<file path="config.mk">
export PLATFORM = sky130hd
export DESIGN_NAME = art_age
export DESIGN_NICKNAME = d
export VERILOG_FILES = /design/src/rtl/core/art_pkg.sv /design/src/rtl/core/art_age.sv
export SDC_FILE = /design/constraint.sdc
export NUM_CORES = 1
export LEC_CHECK = 0
export ABC_CLOCK_PERIOD_IN_PS = 6700
export BUFFER_PORTS_ARGS = -buffer_cell sky130_fd_sc_hd__clkbuf_2
export CORE_AREA = 5 5 310 312
export DETAILED_ROUTE_END_ITERATION = 16
export DIE_AREA = 0 0 315 317
export SETUP_SLACK_MARGIN = 0.4
export SLEW_MARGIN = 20
export SYNTH_ARGS = -nofsm -noshare
export SYNTH_HDL_FRONTEND = slang
export SYNTH_SLANG_ARGS = --single-unit
</file>
<file path="constraint.sdc">
create_clock -name vclk -period 6.7
set_input_delay 0.335 -clock vclk [all_inputs]
set_output_delay 0.335 -clock vclk [all_outputs]
set_load 0.02 [all_outputs]
</file>
<file path="src/rtl/core/art_pkg.sv">
// shared types, codes and the per-slot aging function of the aging route table
// no dependencies
package art_pkg;

  typedef enum logic [1:0] {
    KIND_LOOKUP = 2'd0,
    KIND_ADD    = 2'd1,
    KIND_DELETE = 2'd2,
    KIND_BREAK  = 2'd3
  } art_kind_t;

  localparam logic [1:0] ST_ACTIVE  = 2'd0;
  localparam logic [1:0] ST_IDLE    = 2'd1;
  localparam logic [1:0] ST_EXPIRED = 2'd2;
  localparam logic [1:0] ST_BROKEN  = 2'd3;

  localparam logic [1:0] REG_ACTIVE_TIMEOUT  = 2'd0;
  localparam logic [1:0] REG_MAX_IDLE_TIME   = 2'd1;
  localparam logic [1:0] REG_SEQNUM_LIFETIME = 2'd2;

  localparam int RESULT_LIMIT = 16;

  typedef enum logic [1:0] {
    FSM_IDLE,
    FSM_WALK,
    FSM_FINISH
  } art_fsm_t;

  typedef struct packed {
    logic [1:0]  kind;
    logic [31:0] now_ms;
    logic [63:0] dest_addr;
    logic [7:0]  metric_kind;
    logic [63:0] hop_addr;
    logic [15:0] in_seqnum;
    logic [7:0]  in_metric;
    logic [1:0]  in_state;
    logic [31:0] in_expiry;
    logic [31:0] in_last_used;
  } art_in_t;

  typedef struct packed {
    logic        found;
    logic [63:0] out_addr;
    logic [63:0] out_next_hop;
    logic [15:0] out_seqnum;
    logic [7:0]  out_metric;
    logic [1:0]  out_state;
    logic [31:0] out_expiry;
    logic [31:0] out_last_used;
    logic        last;
  } art_out_t;

  typedef struct packed {
    logic        valid;
    logic [63:0] dest;
    logic [7:0]  metric_kind;
    logic [63:0] next_hop;
    logic [15:0] seqnum;
    logic [7:0]  metric;
    logic [1:0]  route_state;
    logic [31:0] expiry;
    logic [31:0] last_used;
  } art_entry_t;

  typedef struct packed {
    logic [31:0] active_timeout;
    logic [31:0] max_idle_time;
    logic [31:0] seqnum_lifetime;
  } art_cfg_t;

  typedef struct packed {
    logic key_hit;
    logic hop_hit;
  } art_hit_t;

  function automatic logic [31:0] sat_sub(input logic [31:0] a, input logic [31:0] b);
    return (a > b) ? (a - b) : 32'd0;
  endfunction

  function automatic art_entry_t age_entry(input art_entry_t e, input logic [31:0] now,
                                           input art_cfg_t cfg);
    art_entry_t r;
    r = e;
    if (e.valid && e.expiry != 32'd0 && now >= cfg.active_timeout) begin
      if (e.route_state == ST_ACTIVE && sat_sub(now, cfg.active_timeout) > e.last_used) begin
        r.route_state = ST_IDLE;
        r.last_used   = now;
      end
      if (now >= e.expiry) begin
        if (e.route_state == ST_IDLE &&
            (sat_sub(now, cfg.max_idle_time) > e.last_used || e.expiry <= now)) begin
          r.route_state = ST_EXPIRED;
          r.last_used   = now;
        end
        if (sat_sub(now, e.last_used) >= cfg.seqnum_lifetime) begin
          r = '0;
        end
      end
    end
    return r;
  endfunction

endpackage

</file>
<file path="src/rtl/core/art_age.sv">
// head unit of the ring: ages the slot at the head unless bypassed and checks it against the request keys
// depends on art_pkg
module art_age #(
  parameter int ADDR_BITS = 64
) (
  input  art_pkg::art_entry_t head,
  input  logic                bypass,
  input  art_pkg::art_in_t    req,
  input  art_pkg::art_cfg_t   cfg,
  output art_pkg::art_entry_t aged,
  output art_pkg::art_hit_t   hit
);
  import art_pkg::*;

  localparam logic [63:0] ADDR_MASK = {64{1'b1}} >> (64 - ADDR_BITS);

  always_comb begin
    aged = bypass ? head : age_entry(head, req.now_ms, cfg);
    hit.key_hit = aged.valid && aged.dest == (req.dest_addr & ADDR_MASK) &&
                  aged.metric_kind == req.metric_kind;
    hit.hop_hit = aged.valid && aged.next_hop == (req.hop_addr & ADDR_MASK);
  end
endmodule

</file>
==> impl_results.rst <==
.. list-table::
   :header-rows: 1

   * - Metric
     - Value
   * - Wire length reported by the detailed router
     - 97.9 mm
   * - Number of warnings printed during yosys synthesis
     - 0
   * - Number of hold buffers added after cts
     - 0
   * - Yosys cell types
     - 65
   * - Hold depth
     - 3
   * - Crit path launch type
     - input pin
   * - Synthesized-area fraction occupied by ao, oa, aoi and oai cells
     - 31.6%
   * - Share of the synthesized netlist area taken by xor and xnor gates
     - 6.95%
   * - Post-DR wirelength/cell
     - 27.3 µm
   * - Routability congestion estimate from global placement
     - 0.965
   * - Number of cell rows
     - 112
   * - Max capacitance violation total
     - 0
   * - Count of pins on the block boundary
     - 813
   * - Area share of fa/ha/maj cells after synthesis
     - 20.5%
   * - Crit-path leading delay family
     - compound AO/OA/AOI/OAI gates
   * - Leakage Power
     - 9.47 nW
   * - Post-Synthesis Cells
     - 1533
   * - GRT Resource Usage Total
     - 17.9%
   * - Slew at the pin with the worst max-slew slack
     - 0.997 ns
   * - Cell type with the largest total area after synthesis
     - ha_1
   * - Fin nets
     - 3065
   * - Detailed-router iteration count before antenna repair
     - 6
   * - CP Capture Type
     - primary output
   * - Number of hold violations in the final report
     - 0
   * - Pwr per Cell Area
     - 88.2 mW/mm²
   * - Slowest Stage Delay on Critical Path
     - 0.54 ns
   * - Sequential standard cell area
     - 0 µm²
   * - Maximum operating frequency
     - 146 MHz
   * - Worst path buffer plus inverter count
     - 10
   * - Crit path DAT
     - 6.50 ns
   * - Number of I/O port buffers
     - 689
   * - Summed instance area of the synthesized netlist
     - 0.00995 mm²
   * - Run status
     - complete, but fails checks
   * - Main combinational cell family by area after synthesis
     - compound AO/OA/AOI/OAI gates
   * - Net count after synthesis
     - 2279
   * - Detail-routed via count per cell
     - 4.31
   * - RSZ-0062 raised after global routing
     - true
   * - Violated checks
     - setup timing
   * - CP max-delay cell
     - or4_4
   * - Initial standard-cell utilization of the core
     - 10.7%
   * - Initial drt markers
     - 939
   * - Clock buffer cells
     - 0
   * - Number of instances in the placed design
     - 3509
   * - Number of nets with antenna violations after routing
     - 0
   * - Floorplan core area
     - 0.0928 mm²
   * - Antenna violations before repair
     - 68
   * - Area share of the largest cell type after synthesis
     - 20.1%
   * - Overall die area
     - 0.0999 mm²
   * - Worst hold path endpoint
     - aged[85]
   * - Top fanout value on the critical path
     - 7
   * - Via total after detailed routing
     - 15400
   * - Shortest period the worst path allows
     - 6.84 ns
   * - Sequential cell count
     - 0
   * - Finished Layout Cells
     - 3584
   * - Top cells by instance count after synthesis
     - 243 x inv_1, 160 x ha_1, 155 x and2_1, 127 x a21oi_1, 127 x nor2_1
   * - Average cell area after synthesis
     - 6.49 µm²
   * - Portion of netlist area occupied by mux cells
     - 0.503%
   * - WS Path Type
     - input pin to primary output
   * - Register area share after synthesis
     - 0%
   * - Dominant cells by area after synthesis
     - ha_1 20%, and2_1 9.7%, inv_1 9.2%
   * - Largest voltage drop on the vdd net
     - 0.0316 mV
   * - Ratio of cells with drive above 1 in the final layout
     - 42.6%
   * - # setup viols final
     - 29
   * - Post-route setup TNS
     - -2.14 ns
   * - Hold_sp
     - head[85]
   * - Pins over their slew limit
     - 0
   * - Cell depth of the worst setup path
     - 33
   * - Min-delay worst type
     - input pin to primary output
   * - Die span in y
     - 317 µm
   * - DRC violation count after routing
     - 0
   * - First-pass GRT wire length
     - 125 mm
   * - Pin count of the biggest net entering global routing
     - 43
   * - Setup slack at placement
     - -0.526 ns
   * - Worst endpoint required time
     - 6.36 ns
   * - Dominant cell by count in the synthesized netlist
     - inv_1
   * - Detailed Place HPWL
     - 85.8 mm
   * - Synthesized-area fraction occupied by and/or/nand/nor cells
     - 29.2%
   * - Final setup slack of the worst path
     - -0.139 ns
   * - Synth-to-Final Area Change
     - 81.6%
   * - Via count of the first global-routing pass
     - 15300
   * - Final Cycle Share
     - 102%
   * - Width of the die
     - 315 µm
   * - Headroom to the max-slew limit
     - 32.9%
   * - Gr ovfl total
     - 0
where the power goes:
part	switching, W	internal [W]	leakage (nW)
Sequential	0	0	0
Clock	0	0.000000000264	0.0000824
Combinational	0.000888	0.000706	9.47
logic make-up after synthesis:
group	count (synthesis)
compound gates	463
xor+xnor	79
fa+ha+maj	162
buf+inv	290
mux	5
simple gates	534
through the flow:
stage / total power [W] / util, % / area, µm² / hold slack, ns
3_3_place_gp: 0.00134 / 16.7 / 15500 / 1.00
3_5_place_dp: 0.00135 / 16.7 / 15500 / 1.00
2_1_floorplan: 0.000742 / - / 10000 / 0.808
4_1_cts: 0.00150 / 18.7 / 17400 / 0.998
5_1_grt: 0.00171 / 19.5 / 18100 / 0.993
6_report: 0.00159 / 19.5 / 18100 / 0.984
layout by cell type, fill, tap and decap left out, types with 11 or more instances in the layout:
cell type / instances
o22ai_1: 29
a21oi_1: 108
nand2_1: 37
buf_12: 20
nand4_1: 37
a22oi_1: 21
buf_8: 27
a21o_1: 67
clkbuf_2: 548
buf_16: 15
a21oi_2: 18
buf_4: 87
and2_1: 87
nor3_1: 36
nand2b_1: 15
nand3_1: 41
o2bb2ai_1: 14
o221a_4: 12
nand3b_1: 14
xnor2_1: 50
buf_2: 38
nor2_1: 121
o21a_1: 14
xor2_1: 29
ha_1: 156
o21ai_0: 57
clkbuf_8: 38
buf_6: 43
and2_4: 68
a211oi_1: 11
nor4_1: 14
nor2b_1: 12
a221oi_1: 24
inv_1: 241
diode_2: 13
how the worst max path moves through the flow:
| stage | start | to | slack [ns] |
|---|---|---|---|
| 6_report | req[226] | hit[0] | -0.14 |
| 2_1_floorplan | req[226] | hit[0] | 0.43 |
| 5_1_grt | req[226] | hit[1] | -0.36 |
| 3_5_place_dp | req[226] | hit[1] | -0.53 |
| 3_3_place_gp | req[226] | hit[1] | -0.47 |
| 4_1_cts | req[226] | hit[1] | -0.07 |
metal layers:
metal / up-vias / part of all wire, % / track usage (%)
met5: - / 0.17 / 0
met4: 26 / 3.1 / 3.65
met3: 177 / 9.6 / 5.44
met2: 827 / 48 / 32.1
met1: 7307 / 39 / 21.3
li1: 7101 / - / -
repair_timing:
action / 4_1_cts / 5_1_grt
hold endpoints to repair: 0 / 0
pin swaps: 45 / 35
endpoints found under the setup margin: 224 / 227
buffers inserted: 31 / 9
gates resized for setup: 287 / 223
gates cloned: 16 / 6
cell type report:
cell class | instances | area [µm²]
timing repair buffer | 830 | 6060
multi-input combinational | 1244 | 9500
antenna | 13 | 32.5
tap | 1254 | 1570
fill | 10600 | 74700
inverter | 243 | 917
(Power assumes the default switching activity.)
