$ cat src/rtl/core/art_pkg.sv
// shared types, codes and the per-slot aging function of the aging route table
// no dependencies
package art_pkg;

  typedef enum logic [1:0] {
    KIND_LOOKUP = 2'd0,
    KIND_ADD    = 2'd1,
    KIND_DELETE = 2'd2,
    KIND_BREAK  = 2'd3
  } art_kind_t;

  localparam logic [1:0] ST_ACTIVE  = 2'd0;
  localparam logic [1:0] ST_IDLE    = 2'd1;
  localparam logic [1:0] ST_EXPIRED = 2'd2;
  localparam logic [1:0] ST_BROKEN  = 2'd3;

  localparam logic [1:0] REG_ACTIVE_TIMEOUT  = 2'd0;
  localparam logic [1:0] REG_MAX_IDLE_TIME   = 2'd1;
  localparam logic [1:0] REG_SEQNUM_LIFETIME = 2'd2;

  localparam int RESULT_LIMIT = 16;

  typedef enum logic [1:0] {
    FSM_IDLE,
    FSM_WALK,
    FSM_FINISH
  } art_fsm_t;

  typedef struct packed {
    logic [1:0]  kind;
    logic [31:0] now_ms;
    logic [63:0] dest_addr;
    logic [7:0]  metric_kind;
    logic [63:0] hop_addr;
    logic [15:0] in_seqnum;
    logic [7:0]  in_metric;
    logic [1:0]  in_state;
    logic [31:0] in_expiry;
    logic [31:0] in_last_used;
  } art_in_t;

  typedef struct packed {
    logic        found;
    logic [63:0] out_addr;
    logic [63:0] out_next_hop;
    logic [15:0] out_seqnum;
    logic [7:0]  out_metric;
    logic [1:0]  out_state;
    logic [31:0] out_expiry;
    logic [31:0] out_last_used;
    logic        last;
  } art_out_t;

  typedef struct packed {
    logic        valid;
    logic [63:0] dest;
    logic [7:0]  metric_kind;
    logic [63:0] next_hop;
    logic [15:0] seqnum;
    logic [7:0]  metric;
    logic [1:0]  route_state;
    logic [31:0] expiry;
    logic [31:0] last_used;
  } art_entry_t;

  typedef struct packed {
    logic [31:0] active_timeout;
    logic [31:0] max_idle_time;
    logic [31:0] seqnum_lifetime;
  } art_cfg_t;

  typedef struct packed {
    logic key_hit;
    logic hop_hit;
  } art_hit_t;

  function automatic logic [31:0] sat_sub(input logic [31:0] a, input logic [31:0] b);
    return (a > b) ? (a - b) : 32'd0;
  endfunction

  function automatic art_entry_t age_entry(input art_entry_t e, input logic [31:0] now,
                                           input art_cfg_t cfg);
    art_entry_t r;
    r = e;
    if (e.valid && e.expiry != 32'd0 && now >= cfg.active_timeout) begin
      if (e.route_state == ST_ACTIVE && sat_sub(now, cfg.active_timeout) > e.last_used) begin
        r.route_state = ST_IDLE;
        r.last_used   = now;
      end
      if (now >= e.expiry) begin
        if (e.route_state == ST_IDLE &&
            (sat_sub(now, cfg.max_idle_time) > e.last_used || e.expiry <= now)) begin
          r.route_state = ST_EXPIRED;
          r.last_used   = now;
        end
        if (sat_sub(now, e.last_used) >= cfg.seqnum_lifetime) begin
          r = '0;
        end
      end
    end
    return r;
  endfunction

endpackage

$ cat src/rtl/core/art_cell.sv
// one table slot of the route ring: shifts from its neighbor or takes a direct write
// depends on art_pkg
module art_cell #(
  parameter int IDXW = 4,
  parameter int IDX  = 0
) (
  input  logic                clk,
  input  logic                rst_n,
  input  logic                shift_en,
  input  art_pkg::art_entry_t shift_d,
  input  logic                wr_en,
  input  logic [IDXW-1:0]     wr_idx,
  input  art_pkg::art_entry_t wr_d,
  output art_pkg::art_entry_t q
);
  import art_pkg::*;

  art_entry_t slot_r;
  art_entry_t slot_nxt;

  always_comb begin
    slot_nxt = slot_r;
    if (wr_en && wr_idx == IDXW'(IDX)) begin
      slot_nxt = wr_d;
    end else if (shift_en) begin
      slot_nxt = shift_d;
    end
  end

  always_ff @(posedge clk) begin
    if (!rst_n) begin
      slot_r <= '0;
    end else begin
      slot_r <= slot_nxt;
    end
  end

  assign q = slot_r;
endmodule

$ cat config.mk
export PLATFORM = sky130hd
export DESIGN_NAME = art_cell
export DESIGN_NICKNAME = d
export VERILOG_FILES = /design/src/rtl/core/art_pkg.sv /design/src/rtl/core/art_cell.sv
export SDC_FILE = /design/constraint.sdc
export NUM_CORES = 1
export LEC_CHECK = 0
export BUFFER_PORTS_ARGS = -buffer_cell sky130_fd_sc_hd__buf_2
export CAP_MARGIN = 5
export CORE_AREA = 3 3 267 269
export CTS_CLUSTER_DIAMETER = 50
export DETAILED_ROUTE_END_ITERATION = 12
export DIE_AREA = 0 0 270 272
export PLACE_DENSITY = 0.34
export SYNTH_ARGS = -nofsm -noshare
export SYNTH_HDL_FRONTEND = slang
export SYNTH_SLANG_ARGS = --single-unit
$ cat constraint.sdc
create_clock -name clk -period 2.24 [get_ports clk]
set_clock_uncertainty 0.1 [all_clocks]
set_input_delay 0.336 -clock clk [delete_from_list [all_inputs] [get_ports clk]]
set_output_delay 0.336 -clock clk [all_outputs]
set_load 0.02 [all_outputs]
==> impl_table.tex, run 1 <==
\begin{tabular}{lr}
\hline
Metric & Value \\
\hline
\multicolumn{2}{l}{\textbf{Run status}} \\
\quad Status & finished, final reports clean \\
\multicolumn{2}{l}{\textbf{Clock network}} \\
\quad Clock latency on the worst-skew pair & 0.55 ns \\
\quad Buffer cell driving the clock tree root & clkbuf\_16 \\
\quad Max Root-Sink Buffers & 3 \\
\quad Number of CTS-inserted buffers & 45 \\
\quad Sinks on Clock Net & roughly 230 \\
\quad Maximum level of the CTS H-tree & 2 \\
\quad Resized cells post-CTS & 0 \\
\quad TritonCTS clock tree & built \\
\quad Worst-path clk slew & 0.05 ns \\
\multicolumn{2}{l}{\textbf{Detailed routing}} \\
\quad Detailed Route Iter0 Violations & 331 \\
\quad Avg Vias per Cell & 4.13 \\
\quad Average routed wire per standard cell & 18.5 µm \\
\quad WL final & between 50,000 and 60,000 µm \\
\quad Router iterations before antenna repair & 4 \\
\quad Total number of vias & 12.3k \\
\quad Post-detailed-route DRC marker count & 0 \\
\quad Antenna-violating nets left & 0 \\
\multicolumn{2}{l}{\textbf{Worst setup path}} \\
\quad Maximum net fanout on the critical path & 26 \\
\quad Number of cells traversed by the worst register-to-register path & 4 \\
\quad Data arrival time at the worst-slack endpoint & 2.38 ns \\
\quad Worst R2R Start & q[66]\$\_SDFFE\_PN0P\_ \\
\quad Setup crit end kind & register \\
\quad Category of the most critical setup path & in2reg \\
\quad Critical path required time & about 2.6 ns \\
\quad Critical Path Source & wr\_idx[1] \\
\quad Setup crit start kind & input pin \\
\multicolumn{2}{l}{\textbf{Synth}} \\
\quad Avg Cell Area, Syn & 10.4 µm² \\
\quad Sequential element share of the synthesized area & 0.420 \\
\quad FF+latch count, synth & 227 \\
\quad Warnings from Yosys & 0 \\
\quad Leading area contributor after synthesis & dfxtp\_1 \\
\quad Most area-consuming cells after synthesis & dfxtp\_1 (42\%), mux2i\_1 (21\%), o211a\_1 (21\%) \\
\quad Synthesized netlist cell count & 1,036 \\
\quad Netlist Area Pre-Place & 10,800 µm² \\
\quad Net count after synthesis & 1,498 \\
\quad Netlist cell types & 11 \\
\quad Share of the synthesized area in the top cell type & 0.420 \\
\multicolumn{2}{l}{\textbf{Floorplan}} \\
\quad Core Rows & between 90 and 100 \\
\quad Effective utilization at floorplan & 0.157 \\
\quad DIE HEIGHT & 272 µm \\
\quad Number of I/O pins & slightly below 700 \\
\quad Die footprint & 73,400 µm² \\
\quad Core box area & about 70,000 µm² \\
\quad Die width & 270 µm \\
\multicolumn{2}{l}{\textbf{Layout}} \\
\quad Final design utilization & 0.293 \\
\quad Share of layout cells above drive strength 1 & 0.399 \\
\quad Area growth from synthesis to layout & 86.2\% \\
\quad Net count, final & 2,474 \\
\quad Number of flip-flops under the largest register name & approximately 230 \\
\multicolumn{2}{l}{\textbf{Power and ir drop}} \\
\quad Reported leakage power & 0.0111 µW \\
\quad Worst vdd rail ir drop & approximately 0.5 mV \\
\quad Pwr/cell area & approximately 700 nW/µm² \\
\quad Pwr Total & 14,100 µW \\
\multicolumn{2}{l}{\textbf{Job}} \\
\quad Maximum capacitance violations & 0 \\
\multicolumn{2}{l}{\textbf{Global routing}} \\
\quad Antenna violations before repair & 15 \\
\quad Global-route wire length before repair & 82,200 µm \\
\quad Total routing resource utilization after global routing & 0.143 \\
\quad Pin count of the biggest net entering global routing & 120 \\
\quad Total overflow reported by the global router & 0 \\
\quad Vias in the first global route & 13.3k \\
\multicolumn{2}{l}{\textbf{STA}} \\
\quad Least-Margin Pin Slew & $\sim$0.65 ns \\
\quad Maximum clock frequency & a little under 500 MHz \\
\quad Final hold violation count & 0 \\
\quad RSZ-0062 raised after global routing & false \\
\quad Final hold slack & around 0.037 ns \\
\quad Final min period & 2.05 ns \\
\quad Worst slew margin relative to its limit & 0.569 \\
\quad Final slew viol count & 0 \\
\quad Setup\_tns & 0 ns \\
\quad Final worst-path cycle share & 0.914 \\
\quad Final setup fails & 0 \\
\multicolumn{2}{l}{\textbf{Min path}} \\
\quad Hold Path Class & in2reg \\
\quad Worst hold path startpoint & shift\_d[201] \\
\quad Hold Path Depth & 4 \\
\multicolumn{2}{l}{\textbf{Place}} \\
\quad Buffers added on ports & 688 \\
\quad Post-DP HPWL & roughly 39,000 µm \\
\quad Global placement routability congestion & 0.849 \\
\hline
\end{tabular}
-- layout by cell type, fill, tap and decap left out --
master	instances
clkinv_2	4
inv_6	1
or3b_4	1
clkbuf_1	5
diode_2	11
buf_12	14
clkinvlp_4	6
dfxtp_1	227
buf_2	686
mux2i_1	227
or2_4	2
clkinv_8	2
clkinv_4	5
o21ai_0	200
clkbuf_8	7
o211a_1	227
dlygate4sd3_1	316
o21ai_1	27
buf_6	1
bufinv_16	5
clkbuf_16	45
buf_8	1
buf_4	36
-- synth_stat cells (all sizes together) --
library cell and number:
or3b 1, or2 2, o211a 227, mux2i 227, o21ai 227, buf 30
clkbuf 95, dfxtp 227
-- power by group --
group | internal, µW | switching (µW) | total (µW)
clock network | 4500 | 2430 | 6930
logic | 1370 | 1310 | 2680
registers | 4330 | 142 | 4470
total | 10200 | 3880 | 14100
-- metrics by stage --
step / setup slack (ns) / cell area, µm² / cells
final: 0.192 / 20200 / 2987
after CTS: 0.248 / 20100 / 2976
after global placement: 0.187 / 15400 / 2580
after global routing: 0.169 / 20200 / 2986
after detailed placement: 0.172 / 15400 / 2580
after floorplan: 0.462 / 10800 / 1036
-- area by class of cell --
class	instances	area (µm²)
Tap cell	931	1160
Clock buffer	57	1240
Sequential cell	227	4540
Timing Repair Buffer	1054	7170
Fill cell	7345	48700
Multi-Input combinational cell	684	5710
Antenna cell	11	27.5
Clock inverter	23	300
-- per-layer routing --
layer / global-route usage / vias to the layer above / part of all wire
met4: 0.0540 / 6 / 0.029
met3: 0.0453 / 83 / 0.075
met5: 0 / - / 0.00071
met2: 0.260 / 480 / 0.51
li1: - / 5931 / -
met1: 0.154 / 5839 / 0.38
-- path summary, 6_finish.rpt --
kind / endpoint / slack (ns)
hold reg to reg: q[0]$_SDFFE_PN0P_ / 0.50
setup reg to reg: q[66]$_SDFFE_PN0P_ / 0.75
hold / removal: q[201]$_SDFFE_PN0P_ / 0.04
setup / recovery: q[51]$_SDFFE_PN0P_ / 0.19
-- critical path: stages --
cell	delay (ns)
buf_2	0.10
or3b_4	0.43
or2_4	0.42
buf_4	0.29
o211a_1	0.22
dlygate4sd3_1	0.57
-- kinds of logic (layout without fill, tap and decap cells) --
logic type             after synthesis  in the layout  synth area share
other                                0             11                 0
AO/OA/AOI/OAI                      454            454             0.315
buffers and inverters              125           1134            0.0535
flip-flops                         227            227             0.420
AND/OR/NAND/NOR                      3              3           0.00196
multiplexers                       227            227             0.210
-- what timing repair did --
action                                 in CTS  in global routing
endpoints found under the hold margin     227                  0
hold buffers                              316                  0
buffers inserted                            0                  0
No activity file was read; power rests on OpenSTA's default activity.
==> run 2, diff against run 1 <==
--- a/config.mk
+++ b/config.mk
@@ -12,6 +12,7 @@
 export DETAILED_ROUTE_END_ITERATION = 12
 export DIE_AREA = 0 0 270 272
 export PLACE_DENSITY = 0.34
+export REMOVE_ABC_BUFFERS = 1
 export SYNTH_ARGS = -nofsm -noshare
 export SYNTH_HDL_FRONTEND = slang
 export SYNTH_SLANG_ARGS = --single-unit
==> run 2 against run 1 <==
Die area unchanged. Clock power grew 3.6%. Via count shrank 1.5%. Clock-buffer cell count up 4. Critical path depth stayed put. Sequential share of layout area grew 0.44 points. Register-to-register slack improved by 0.04 ns. Wire length is 0.61% lower. Final cell count down 1.8%.
==> impl_table.tex, run 2 (synthesized netlist as in run 1, its figures left out) <==
\begin{tabular}{lr}
\hline
Metric & Value \\
\hline
\multicolumn{2}{l}{\textbf{Run status}} \\
\quad Status & finished, final reports clean \\
\multicolumn{2}{l}{\textbf{Floorplan}} \\
\quad Die footprint & 73,400 µm² (unchanged) \\
\quad Effective utilization at floorplan & 0.157 (unchanged) \\
\quad Core Rows & 96 (unchanged) \\
\quad Core box area & 68,800 µm² (unchanged) \\
\quad Number of I/O pins & 689 (unchanged) \\
\quad DIE HEIGHT & 272 µm (unchanged) \\
\quad Die width & 270 µm (unchanged) \\
\multicolumn{2}{l}{\textbf{Worst setup path}} \\
\quad Critical Path Source & wr\_idx[1] \\
\quad Setup crit start kind & input pin \\
\quad Data arrival time at the worst-slack endpoint & 2.37 ns (about the same) \\
\quad Worst R2R Start & q[88]\$\_SDFFE\_PN0P\_ \\
\quad Slowest cell on the critical path & dlygate4sd3\_1 \\
\quad Category of the most critical setup path & in2reg \\
\quad Largest stage delay on the critical path & 0.55 ns (-0.02 ns) \\
\quad Maximum net fanout on the critical path & 56 (+120\%) \\
\quad Ordered cell list for the critical path & buf\_2 > or3b\_4 > or2\_4 > buf\_12 > o211a\_1 > dlygate4sd3\_1 \\
\quad Setup crit end kind & register \\
\quad Critical path required time & 2.58 ns (about the same) \\
\multicolumn{2}{l}{\textbf{Layout}} \\
\quad Final standard cell count with taps included and fillers excluded & 2,934 (-1.8\%) \\
\quad Commonest non-fill, non-tap cell in the layout & buf\_2 \\
\quad Most frequent cells in the layout & buf\_2 (686), dlygate4sd3\_1 (276), mux2i\_1 (227), o211a\_1 (227), dfxtp\_1 (227) \\
\quad Net count, final & 2,427 (-1.9\%) \\
\quad Number of flip-flops under the largest register name & 227 (unchanged) \\
\quad Area growth from synthesis to layout & 82.7\% \\
\quad Share of layout cells above drive strength 1 & 0.406 (+0.00648) \\
\multicolumn{2}{l}{\textbf{Global routing}} \\
\quad Global-route wire length before repair & 81,700 µm (-0.53\%) \\
\quad Total overflow reported by the global router & 0 (unchanged) \\
\quad Vias in the first global route & 13.1k (-1.0\%) \\
\quad Total routing resource utilization after global routing & 0.142 (-0.000692) \\
\quad Pin count of the biggest net entering global routing & 119 (-0.83\%) \\
\quad Antenna violations before repair & 8 (-7) \\
\multicolumn{2}{l}{\textbf{Place}} \\
\quad Global placement routability congestion & 0.803 (-5.4\%) \\
\quad Pre-CTS setup slack & 0.215 ns (+0.0431 ns) \\
\quad Post-DP HPWL & 38,800 µm (-0.40\%) \\
\quad Buffers added on ports & 688 (unchanged) \\
\quad Number of cells in the design after placement & 2,573 (-0.27\%) \\
\multicolumn{2}{l}{\textbf{Power and ir drop}} \\
\quad Pwr Total & 14,200 µW (+1.2\%) \\
\quad Logic pwr share & 0.183 (-0.008) \\
\quad Reported leakage power & 0.0109 µW (-1.9\%) \\
\quad Pwr/cell area & 721 nW/µm² (+3.2\%) \\
\quad Sequential fraction of design power & 0.313 (-0.004) \\
\quad Share of power burned in the clock network & 0.504 (+0.012) \\
\quad NetSw & 3810 µW (-2.0\%) \\
\quad Switching portion of total power & 0.267 (-0.00870) \\
\quad Worst vdd rail ir drop & 0.431 mV (-14\%) \\
\quad Pint & 10,400 µW (+2.4\%) \\
\multicolumn{2}{l}{\textbf{Clock network}} \\
\quad Clock latency on the worst-skew pair & 0.55 ns (about the same) \\
\quad Max Root-Sink Buffers & 3 (unchanged) \\
\quad Number of setup buffers added after CTS & 0 (unchanged) \\
\quad Number of CTS-inserted buffers & 45 (unchanged) \\
\quad Buffer cell driving the clock tree root & clkbuf\_16 \\
\quad TritonCTS clock tree & built \\
\quad Worst-path clk slew & 0.05 ns (about the same) \\
\quad Maximum level of the CTS H-tree & 2 (unchanged) \\
\quad Sinks on Clock Net & 227 (unchanged) \\
\multicolumn{2}{l}{\textbf{Min path}} \\
\quad Worst hold path startpoint & shift\_d[205] \\
\quad Hold Path Class & in2reg \\
\multicolumn{2}{l}{\textbf{Detailed routing}} \\
\quad Post-detailed-route DRC marker count & 0 (unchanged) \\
\quad Detailed Route Iter0 Violations & 406 (+23\%) \\
\quad Avg Vias per Cell & 4.14 (+0.30\%) \\
\quad WL final & 54,900 µm (-0.61\%) \\
\quad Total number of vias & 12.2k (-1.5\%) \\
\quad Router iterations before antenna repair & 4 (unchanged) \\
\quad Antenna-violating nets left & 0 (unchanged) \\
\quad Average routed wire per standard cell & 18.7 µm (+1.2\%) \\
\multicolumn{2}{l}{\textbf{STA}} \\
\quad Worst Setup Slack, final & 0.207 ns (+0.0147 ns) \\
\quad Final worst-path cycle share & 0.908 (-0.00655) \\
\quad Worst slew margin relative to its limit & 0.603 (+0.0337) \\
\quad Final setup fails & 0 (unchanged) \\
\quad Setup\_tns & 0 ns (unchanged) \\
\quad Maximum clock frequency & 492 MHz (+0.72\%) \\
\quad Final hold violation count & 0 (unchanged) \\
\quad Final slew viol count & 0 (unchanged) \\
\quad Least-Margin Pin Slew & 0.596 ns (-0.0505 ns) \\
\quad Final hold slack & 0.0476 ns (+0.0101 ns) \\
\quad RSZ-0062 raised after global routing & false \\
\quad Final min period & 2.03 ns (-0.0147 ns) \\
\multicolumn{2}{l}{\textbf{Job}} \\
\quad Maximum capacitance violations & 0 (unchanged) \\
\hline
\end{tabular}
[run 2: final cells by class]
cell class	instances	area, µm²
Fill cell	7422	49000
Timing Repair Buffer	1007	6750
Multi-Input combinational cell	684	5710
Sequential cell	227	4540
Clock buffer	61	1320
Tap cell	931	1160
Clock inverter	21	287
Antenna cell	3	7.51
[run 2: worst max-delay path: cells and delay by family]
family / cells / cell delay, ns
simple gates: 2 / 0.78
compound gates: 1 / 0.27
buf+inv: 3 / 0.87
[run 2: layer usage]
layer	global-route usage	wire (µm)	up-vias
li1	-	-	5820
met1	0.157	21300	5803
met2	0.260	28200	429
met3	0.0401	3620	96
met4	0.0484	1690	8
met5	0	61	-
[run 2: what timing repair did]
item | in CTS | in global routing
endpoints found under the setup margin | 0 | 0
hold buffers | 276 | 0
gates resized for setup | 0 | 0
endpoints found under the hold margin | 227 | 0
[run 2: power by group through the flow]
stage | Combinational (µW) | Sequential (µW) | Clock, µW
after floorplan | 678 | 4870 | 0
after global placement | 2210 | 4540 | 0
after detailed placement | 2220 | 4540 | 0
after CTS | 2640 | 4460 | 7450
after global routing | 2830 | 4490 | 7620
final | 2610 | 4460 | 7180
[run 2: per-stage QoR]
| step | utilization | instance area, µm² |
|---|---|---|
| 2_1_floorplan | - | 10200 |
| 3_3_place_gp | 0.224 | 15400 |
| 3_5_place_dp | 0.224 | 15400 |
| 4_1_cts | 0.287 | 19800 |
| 5_1_grt | 0.287 | 19800 |
| 6_report | 0.287 | 19800 |
[run 2: path summary, 6_finish.rpt]
kind | end | slack (ns) | cells after the start
max | q[2]$_SDFFE_PN0P_ | 0.21 | 6
min | q[205]$_SDFFE_PN0P_ | 0.05 | 4
min reg2reg | q[135]$_SDFFE_PN0P_ | 0.50 | 3
max reg2reg | q[88]$_SDFFE_PN0P_ | 0.79 | 4
